===== src/rtl/core/mh64_pkg.sv =====
`timescale 1ns / 1ps

package mh64_pkg;

	localparam logic [63:0] HASH_SEED = 64'h9368_1D62_5531_3A99;
	localparam logic [63:0] MUL_WORD  = 64'hFF51_AFD7_ED55_8CCD;
	localparam logic [63:0] MUL_HASH  = 64'hC4CE_B9FE_1A85_EC53;
	localparam int unsigned XS_SHIFT  = 33;

	typedef enum logic [2:0] {
		ST_IDLE,
		ST_MLL,
		ST_MLH,
		ST_MHL,
		ST_MEND,
		ST_FPREP
	} state_t;

	typedef enum logic [1:0] {
		PH_ABS1,
		PH_ABS2,
		PH_FIN
	} phase_t;

	// Partial product currently issued to the shared 32x32 multiplier
	typedef enum logic [1:0] {
		MOP_NONE,
		MOP_LL,
		MOP_LH,
		MOP_HL
	} mop_t;

	// Where the finished product goes
	typedef enum logic [1:0] {
		END_NONE,
		END_ABS1,
		END_ABS2,
		END_FIN
	} endop_t;

	typedef struct packed {
		logic   accept;
		mop_t   mop;
		logic   sel_mh;
		endop_t endop;
		logic   fin_prep;
	} cmd_t;

	typedef struct packed {
		logic need_absorb;
		logic out_busy;
		logic lane_zero;
	} status_t;

	function automatic logic [63:0] xorshift(input logic [63:0] x);
		return x ^ (x >> XS_SHIFT);
	endfunction

endpackage


===== src/rtl/core/mh64_ctrl.sv =====
`timescale 1ns / 1ps

module mh64_ctrl (
	input  logic             clk,
	input  logic             arst_n,
	input  logic             in_valid,
	input  logic             last,
	input  mh64_pkg::status_t sts,
	output logic             in_stall,
	output mh64_pkg::cmd_t   cmd
);
	import mh64_pkg::*;

	state_t state_q, state_d;
	phase_t phase_q, phase_d;
	logic   fin_pend_q, fin_pend_d;

	always_ff @(posedge clk or negedge arst_n) begin
		if (!arst_n) begin
			state_q    <= ST_IDLE;
			phase_q    <= PH_ABS1;
			fin_pend_q <= 1'b0;
		end else begin
			state_q    <= state_d;
			phase_q    <= phase_d;
			fin_pend_q <= fin_pend_d;
		end
	end

	// Next state
	always_comb begin
		state_d    = state_q;
		phase_d    = phase_q;
		fin_pend_d = fin_pend_q;
		unique case (state_q)
			ST_IDLE: begin
				if (in_valid) begin
					if (sts.need_absorb) begin
						phase_d    = PH_ABS1;
						fin_pend_d = last;
						state_d    = ST_MLL;
					end else if (last) begin
						state_d = ST_FPREP;
					end
				end
			end
			ST_MLL:  state_d = ST_MLH;
			ST_MLH:  state_d = ST_MHL;
			ST_MHL:  state_d = ST_MEND;
			ST_MEND: begin
				unique case (phase_q)
					PH_ABS1: begin
						phase_d = PH_ABS2;
						state_d = ST_MLL;
					end
					PH_ABS2: state_d = fin_pend_q ? ST_FPREP : ST_IDLE;
					PH_FIN: begin
						if (!sts.out_busy) begin
							state_d = ST_IDLE;
						end
					end
					default: state_d = ST_IDLE;
				endcase
			end
			ST_FPREP: begin
				phase_d    = PH_FIN;
				fin_pend_d = 1'b0;
				state_d    = ST_MLL;
			end
			default: state_d = ST_IDLE;
		endcase
	end

	// Commands
	always_comb begin
		cmd          = '0;
		cmd.mop      = MOP_NONE;
		cmd.endop    = END_NONE;
		cmd.sel_mh   = (phase_q == PH_ABS2);
		in_stall     = (state_q != ST_IDLE);
		unique case (state_q)
			ST_IDLE:  cmd.accept   = in_valid;
			ST_MLL:   cmd.mop      = MOP_LL;
			ST_MLH:   cmd.mop      = MOP_LH;
			ST_MHL:   cmd.mop      = MOP_HL;
			ST_MEND: begin
				unique case (phase_q)
					PH_ABS1: cmd.endop = END_ABS1;
					PH_ABS2: cmd.endop = END_ABS2;
					PH_FIN:  cmd.endop = sts.out_busy ? END_NONE : END_FIN;
					default: cmd.endop = END_NONE;
				endcase
			end
			ST_FPREP: cmd.fin_prep = 1'b1;
			default:  cmd.accept   = 1'b0;
		endcase
	end

endmodule


===== src/rtl/core/mh64_dp.sv =====
`timescale 1ns / 1ps

module mh64_dp (
	input  logic              clk,
	input  logic              arst_n,
	input  mh64_pkg::cmd_t    cmd,
	input  logic [7:0]        data_byte,
	input  logic              byte_valid,
	input  logic              last,
	input  logic              out_stall,
	output mh64_pkg::status_t sts,
	output logic              out_valid,
	output logic [63:0]       digest
);
	import mh64_pkg::*;

	logic [63:0] acc_q;
	logic [2:0]  lane_q;
	logic [63:0] total_q;
	logic [63:0] hash_q;
	logic [63:0] work_q;
	logic [63:0] prod_q;
	logic [63:0] p_s1;
	logic [63:0] digest_q;
	logic        out_valid_q;

	logic [63:0] word_next;
	logic [2:0]  lane_next;
	logic        word_full;
	logic [63:0] mconst;
	logic [31:0] mul_a, mul_b;
	logic [63:0] mul_p;
	logic [63:0] mul_r;

	// Byte packing, little-endian
	assign word_next = byte_valid ? (acc_q | ({56'b0, data_byte} << {lane_q, 3'b000})) : acc_q;
	assign lane_next = byte_valid ? lane_q + 3'd1 : lane_q;
	assign word_full = byte_valid && (lane_q == 3'd7);

	assign sts.need_absorb = word_full || (last && (lane_next != 3'd0));
	assign sts.out_busy    = out_valid_q && out_stall;
	assign sts.lane_zero   = (lane_q == 3'd0);

	// Shared 32x32 multiplier, low 64 bits of work_q * constant over three products
	assign mconst = cmd.sel_mh ? MUL_HASH : MUL_WORD;
	always_comb begin
		mul_a = work_q[31:0];
		mul_b = mconst[31:0];
		unique case (cmd.mop)
			MOP_LH:  mul_b = mconst[63:32];
			MOP_HL:  mul_a = work_q[63:32];
			default: mul_b = mconst[31:0];
		endcase
	end
	assign mul_p = mul_a * mul_b;
	assign mul_r = prod_q + {p_s1[31:0], 32'b0};

	always_ff @(posedge clk) begin
		if (cmd.mop != MOP_NONE) begin
			p_s1 <= mul_p;
		end
		if (cmd.mop == MOP_LH) begin
			prod_q <= p_s1;
		end else if (cmd.mop == MOP_HL) begin
			prod_q <= mul_r;
		end
	end

	// Working operand and digest
	always_ff @(posedge clk) begin
		if (cmd.accept && sts.need_absorb) begin
			work_q <= word_next;
		end else if (cmd.endop == END_ABS1) begin
			work_q <= hash_q ^ xorshift(mul_r);
		end else if (cmd.fin_prep) begin
			work_q <= xorshift(hash_q ^ total_q);
		end
		if (cmd.endop == END_FIN) begin
			digest_q <= xorshift(mul_r);
		end
	end

	// Message state
	always_ff @(posedge clk or negedge arst_n) begin
		if (!arst_n) begin
			acc_q       <= '0;
			lane_q      <= '0;
			total_q     <= '0;
			hash_q      <= HASH_SEED;
			out_valid_q <= 1'b0;
		end else begin
			if (cmd.accept) begin
				acc_q  <= (sts.need_absorb || last) ? 64'd0 : word_next;
				lane_q <= last ? 3'd0 : lane_next;
				if (byte_valid) begin
					total_q <= total_q + 64'd1;
				end
			end
			if (cmd.endop == END_ABS2) begin
				hash_q <= xorshift(mul_r);
			end
			if (cmd.endop == END_FIN) begin
				hash_q      <= HASH_SEED;
				total_q     <= '0;
				out_valid_q <= 1'b1;
			end else if (!out_stall) begin
				out_valid_q <= 1'b0;
			end
		end
	end

	assign out_valid = out_valid_q;
	assign digest    = digest_q;

endmodule


===== src/rtl/core/murmur_style_hash64.sv =====
`timescale 1ns / 1ps
// Streaming 64-bit hash over a byte message.
// Input channel: in_valid / in_stall with data_byte, byte_valid, last. One item
//   carries at most one message byte; an item with last set closes the message.
//   An item with byte_valid low and last low changes nothing; byte_valid low with
//   last high finalizes whatever has arrived (an empty message is allowed).
// Output channel: out_valid / out_stall with digest, one item per message.
// Word mix: a byte that neither completes a word nor closes the message is taken
//   without holding the input. A byte that completes an eight-byte word holds
//   the input while the word mix runs two 64-bit multiplies, each as three 32x32
//   partial products on one shared multiplier.
// Finalize mixes any open partial word, then one more multiply forms the digest.
// Reset (arst_n low, asynchronous) returns the hash to its seed, clears the byte
//   count and packing state and drops any pending digest.
// A stalled digest holds in its output register; the input side keeps taking
//   bytes, and only the end of the next finalize waits for the slot to drain.
module murmur_style_hash64 (
	input  logic        clk,
	input  logic        arst_n,
	input  logic        in_valid,
	output logic        in_stall,
	input  logic [7:0]  data_byte,
	input  logic        byte_valid,
	input  logic        last,
	output logic        out_valid,
	input  logic        out_stall,
	output logic [63:0] digest
);
	import mh64_pkg::*;

	cmd_t    cmd;
	status_t sts;

	// Sequencer: byte intake, two-multiply word mix, finalize
	mh64_ctrl u_ctrl (
		.clk      (clk),
		.arst_n   (arst_n),
		.in_valid (in_valid),
		.last     (last),
		.sts      (sts),
		.in_stall (in_stall),
		.cmd      (cmd)
	);

	// Packing, hash state, shared multiplier and output register
	mh64_dp u_dp (
		.clk        (clk),
		.arst_n     (arst_n),
		.cmd        (cmd),
		.data_byte  (data_byte),
		.byte_valid (byte_valid),
		.last       (last),
		.out_stall  (out_stall),
		.sts        (sts),
		.out_valid  (out_valid),
		.digest     (digest)
	);

	// A digest only appears right after the input was held
	a_digest_after_busy: assert property (@(posedge clk) disable iff (!arst_n)
		$rose(out_valid) |-> $past(in_stall))
		else $error("digest raised without a finalize sequence");

	// A completed or final partial word must block the next byte
	a_absorb_blocks: assert property (@(posedge clk) disable iff (!arst_n)
		(in_valid && !in_stall && sts.need_absorb) |=> in_stall)
		else $error("byte accepted while a word mix is pending");

	// Finalize fills the output slot and leaves packing at lane zero
	a_fin_output: assert property (@(posedge clk) disable iff (!arst_n)
		(cmd.endop == END_FIN) |=> (out_valid && sts.lane_zero))
		else $error("finalize did not produce a digest");

endmodule

===== config.mk =====
export PLATFORM = sky130hd
export DESIGN_NAME = murmur_style_hash64
export DESIGN_NICKNAME = d
export VERILOG_FILES = /design/src/rtl/core/mh64_pkg.sv /design/src/rtl/core/mh64_ctrl.sv /design/src/rtl/core/mh64_dp.sv /design/src/rtl/core/murmur_style_hash64.sv
export SDC_FILE = /design/constraint.sdc
export NUM_CORES = 2
export LEC_CHECK = 0
export ABC_AREA = 1
export BUFFER_PORTS_ARGS = -buffer_cell sky130_fd_sc_hd__buf_2
export CAP_MARGIN = 30
export CORE_MARGIN = 5
export CORE_UTILIZATION = 55
export CTS_CLUSTER_DIAMETER = 100
export DETAILED_ROUTE_END_ITERATION = 16
export MAX_ROUTING_LAYER = met4
export PLACE_DENSITY = 0.82
export REMOVE_ABC_BUFFERS = 1
export SYNTH_ARGS = -nofsm -noshare
export SYNTH_HDL_FRONTEND = slang
export SYNTH_HIERARCHICAL = 1
export SYNTH_SLANG_ARGS = --single-unit

===== constraint.sdc =====
create_clock -name clk -period 8.9 [get_ports clk]
set_input_delay 1.78 -clock clk [delete_from_list [all_inputs] [get_ports clk]]
set_output_delay 1.78 -clock clk [all_outputs]
set_load 0.01 [all_outputs]

* Word level (Yosys, flattened, before mapping)
Index checks and enable logic that the tools add are counted.
Storage, ports and cells: register bits 458, bits of input ports 14, word-level logic and storage cells 102
Cells by class: $add $sub $neg 3, multiply operators 1, equality and inequality tests 19, shift-type cells 1, muxes and demuxes 39, bitwise logic cells 5, reduce and logical (&&, ||, !) cells 22
Operator list (count):
- $mux 64 | 12
- $xor 64x31->64 | 2
- $xor 64x64->64 | 2
- $add 64x1->64 const B | 1
- $add 64x64->64 | 1
- $mul 32x32->64 | 1
- $mux 32 | 2
- $or 64x64->64 | 1
- $shl 8x6->64 | 1
- $mux 62 | 1
- $mux 3 | 7
- $pmux 2 s3 | 3
- $pmux 3 s6 | 1
- $reduce_bool 2->1 | 6
- $reduce_bool 3->1 | 4
- $eq 2x2->1 const B | 5
- $mux 2 | 5
- $eq 3x3->1 const B | 3
- $pmux 3 s3 | 1
- $eq 3x2->1 const B | 2
- $mux 1 | 6
- $reduce_and 3->1 | 2
- $eq 2x1->1 const B | 2
- $logic_and 1x1->1 | 4
- 12 further kinds | 15

* Longest topological paths before layout
word-level depth 8, mapped depth 41

* Modules after synthesis
Netlist, hierarchy kept.
Modules (own cells, without submodules):
- mh64_dp | times used 1, cells an instance 6378, area each 54838.8 µm², sequential area each 12628.4 µm²
- mh64_ctrl | times used 1, cells an instance 69, area each 427.9 µm², sequential area each 150.1 µm²

* Least setup slack after synthesis
OpenSTA, ideal clock, no wires.
path kind register to register, from reg u_ctrl.state_q[1], to reg u_dp.p_s1[55] (data pin), library setup time 0.256 ns, arrival time 8.094 ns, data required time 8.644 ns, setup slack 0.549 ns, cell stages (with the launch flop) 36, buffers on the path 4, path through dfrtp_1 inv_2 nor2_1 inv_1 nor2_2 inv_2 buf_1 ha_1 clkbuf_1 buf_1 clkbuf_1 nor2_1 fa_1 fa_1 fa_1 inv_1 fa_1 inv_1 fa_1 fa_1 fa_1 inv_1 fa_1 inv_1 ha_1 nand2_1 nor2_1 inv_1 nor4_1 nand4_1 nand3_1 nand2_1 inv_1 nor2_1 nand2_1 nand2_1
RTL lines:
- from (decl) | line mh64_ctrl.sv:14 | state_t state_q, state_d;
- from (signal assigned) | line mh64_ctrl.sv:24 | state_q <= state_d;
- to (signal assigned) | line mh64_dp.sv:60 | p_s1 <= mul_p;
- to (decl) | line mh64_dp.sv:23 | logic [63:0] p_s1;

==> impl_summary.txt <==
----------------------------------------------------
[Timing]
  Setup violators final ... 0
  Pin slew with the least headroom to its limit ... 1.01 ns
  Setup skew after layout ... 0.0405 ns
  Tightest slew margin relative to the limit ... 32.8%
  Max-slew violation total from the final report ... 0
  Final number of hold-violating endpoints ... 0
  Tmin final ... 8.62 ns
  Share of the cycle needed by the critical path after routing ... 96.8%
  Unrepaired setup endpoints after global routing ... no
  Timing-limited maximum frequency ... 0.116 GHz

[Final layout]
  Most common library cell in the layout ignoring fill and taps ... inv_1
  Number of nets in the layout ... 7823
  Total area of multi-input combinational cells ... 36000 um2
  Layout filler cell count ... 8988
  Final core utilization ... 60.2%
  Layout area overhead ... 8.77%
  Leading cell types in the layout, fill and taps excluded ... 1540 x inv_1, 1013 x nand2_1, 778 x fa_1
  Finished Cell Area ... 60100 um2
  Reg area ... 12800 um2
  Proportion of layout cells with a drive suffix above 1 ... 9.24%

[Clocking]
  Total CTS buffers ... 44
  CTS sink cnt ... 458
  CTS tree ... done
  Clock tree root buffer cell ... clkbuf_16
  Skew-Pair Late Insertion Delay ... 0.60 ns
  Clock transition at path regs ... 0.06 ns
  CTS hold repair buffers ... 0
  Max clock buf depth ... 3
  Clock H-tree levels ... 2

[Setup path]
  Endpoint class of the critical path ... register
  Slowest Stage Delay on Critical Path ... 0.63 ns
  CP Depth ... 31
  Max Fanout on Critical Path ... 9
  Highest-delay cell along the critical path ... fa_1
  Worst Setup Path Type ... reg -> reg
  R2R cell count ... 31
  CP Buf/Inv Count ... 9
  Cell family with the largest share of critical-path delay ... adder cells
  Arrival time of the worst setup path ... 8.94 ns
  Critical path launch point type ... register
  Data required time at the worst endpoint ... 9.22 ns

[Yosys]
  Yosys warns ... 6
  Number of instances in the synthesized netlist ... 6445
  Post-Synthesis Cell Area ... 55300 um2
  Avg Cell Area, Syn ... 8.57 um2

[Die]
  Floorplan die area ... 107000 um2
  Placeable core region ... 99900 um2
  Initial standard-cell utilization of the core ... 55.3%
  Die width ... 327 um
  Number of cell rows ... 116
  Number of placed I/O pins ... 80
  Height of the die ... 327 um

[Route]
  Mean number of vias per cell ... 5.66
  Overall via count from detail_route ... 45.1k
  Routed met3 length ... 21600 um
  Topmost layer with routed signal wires ... met4
  Aggregate routed wire length ... 201000 um
  Violation count after the first detailed-route iteration ... 5214
  DRT antenna net count ... 0
  Routed wire length per instance ... 25.2 um
  DRC viols ... 0
  Routed metal-1 wire length ... 82700 um
  Total iterations of the first detailed-routing run ... 6
  Amount of wire on met2 after detailed routing ... 87000 um

[Place]
  Buffers added on ports ... 79
  Total placed instance area ... 58500 um2
  DP Wirelength ... 172000 um
  Routability-driven placement congestion ratio ... 1.06

[Worst hold path]
  Path type of the worst min-delay path ... reg -> reg
  Worst hold path stage count ... 2

[Run]
  Max cap viols ... 0

[GRT]
  Number of global-route vias before repair ... 44.9k
  Initial antenna violation count ... 5
  Overall Global Routing Usage ... 38.7%
  Pin count of the biggest net entering global routing ... 103
  Wire length of the first global-routing pass ... 296000 um
  Total gr overflow ... 0

[Status]
  Outcome ... finished, final reports clean

----------------------------------------------------
==> cell type report <==
type                    instances  share of cell area [%]
repair buffers                306                    3.74
clock buffers                  57                    2.02
diodes                          1                 0.00416
multi-input cells            4252                    60.0
clock inverters                23                   0.400
well taps                    1298                    2.70
inverters                    1582                    9.90
flip-flops and latches        458                    21.3
==> routing by layer <==
layer / up-vias / track usage (%)
li1: 20100 / -
met5: - / -
met1: 22200 / 53.8
met2: 2413 / 56.4
met4: 0 / 14.1
met3: 418 / 8.65
==> sequential cells by signal, indices dropped and copies added (netlist names) <==
| register | flops |
|---|---|
| u_dp/prod_q | 64 |
| u_ctrl/phase_q | 2 |
| u_ctrl/fin_pend_q | 1 |
| u_dp/out_valid | 1 |
| u_ctrl/state_q | 3 |
| u_dp/total_q | 64 |
| u_dp/acc_q | 64 |
| u_dp/work_q | 64 |
| u_dp/lane_q | 3 |
| u_dp/digest | 64 |
| u_dp/p_s1 | 64 |
| u_dp/hash_q | 64 |
==> worst paths after layout <==
kind | from | endpoint | slack [ns]
setup / recovery | u_ctrl/state_q[2] | u_dp/p_s1[49] | 0.28
hold reg to reg | u_dp/acc_q[8] | u_dp/acc_q[8] | 0.49
max in group asynchronous | arst_n | u_dp/hash_q[34] | 6.35
min in group asynchronous | arst_n | u_dp/hash_q[61] | 0.99
hold / removal | u_dp/acc_q[8] | u_dp/acc_q[8] | 0.49
setup reg to reg | u_ctrl/state_q[2] | u_dp/p_s1[49] | 0.28
==> stage by stage <==
stage,instances,hold WS [ns],TNS (ns),setup slack (ns)
after floorplan,6292,0.442,-202.27,-4.04
after global placement,7894,0.462,-0.210,-0.107
after detailed placement,7894,0.467,-0.0287,-0.0282
after CTS,7974,0.483,0,0.0352
after global routing,7977,0.498,0,0.00503
final,7977,0.486,0,0.280
==> what timing repair did <==
action,in CTS,in global routing
setup endpoints to repair,2,38
setup buffers,0,1
gates resized for setup,2,37
==> tightest hold or removal path: cells and delay by family, from the launching register on <==
kind | cells | cell delay [ns]
flip-flops | 1 | 0.35
buffers and inverters | 1 | 0.05
AO/OA/AOI/OAI | 1 | 0.06
Power is not shown: default switching activity piles up to over one toggle a cycle in this logic, so the estimate is an artifact.
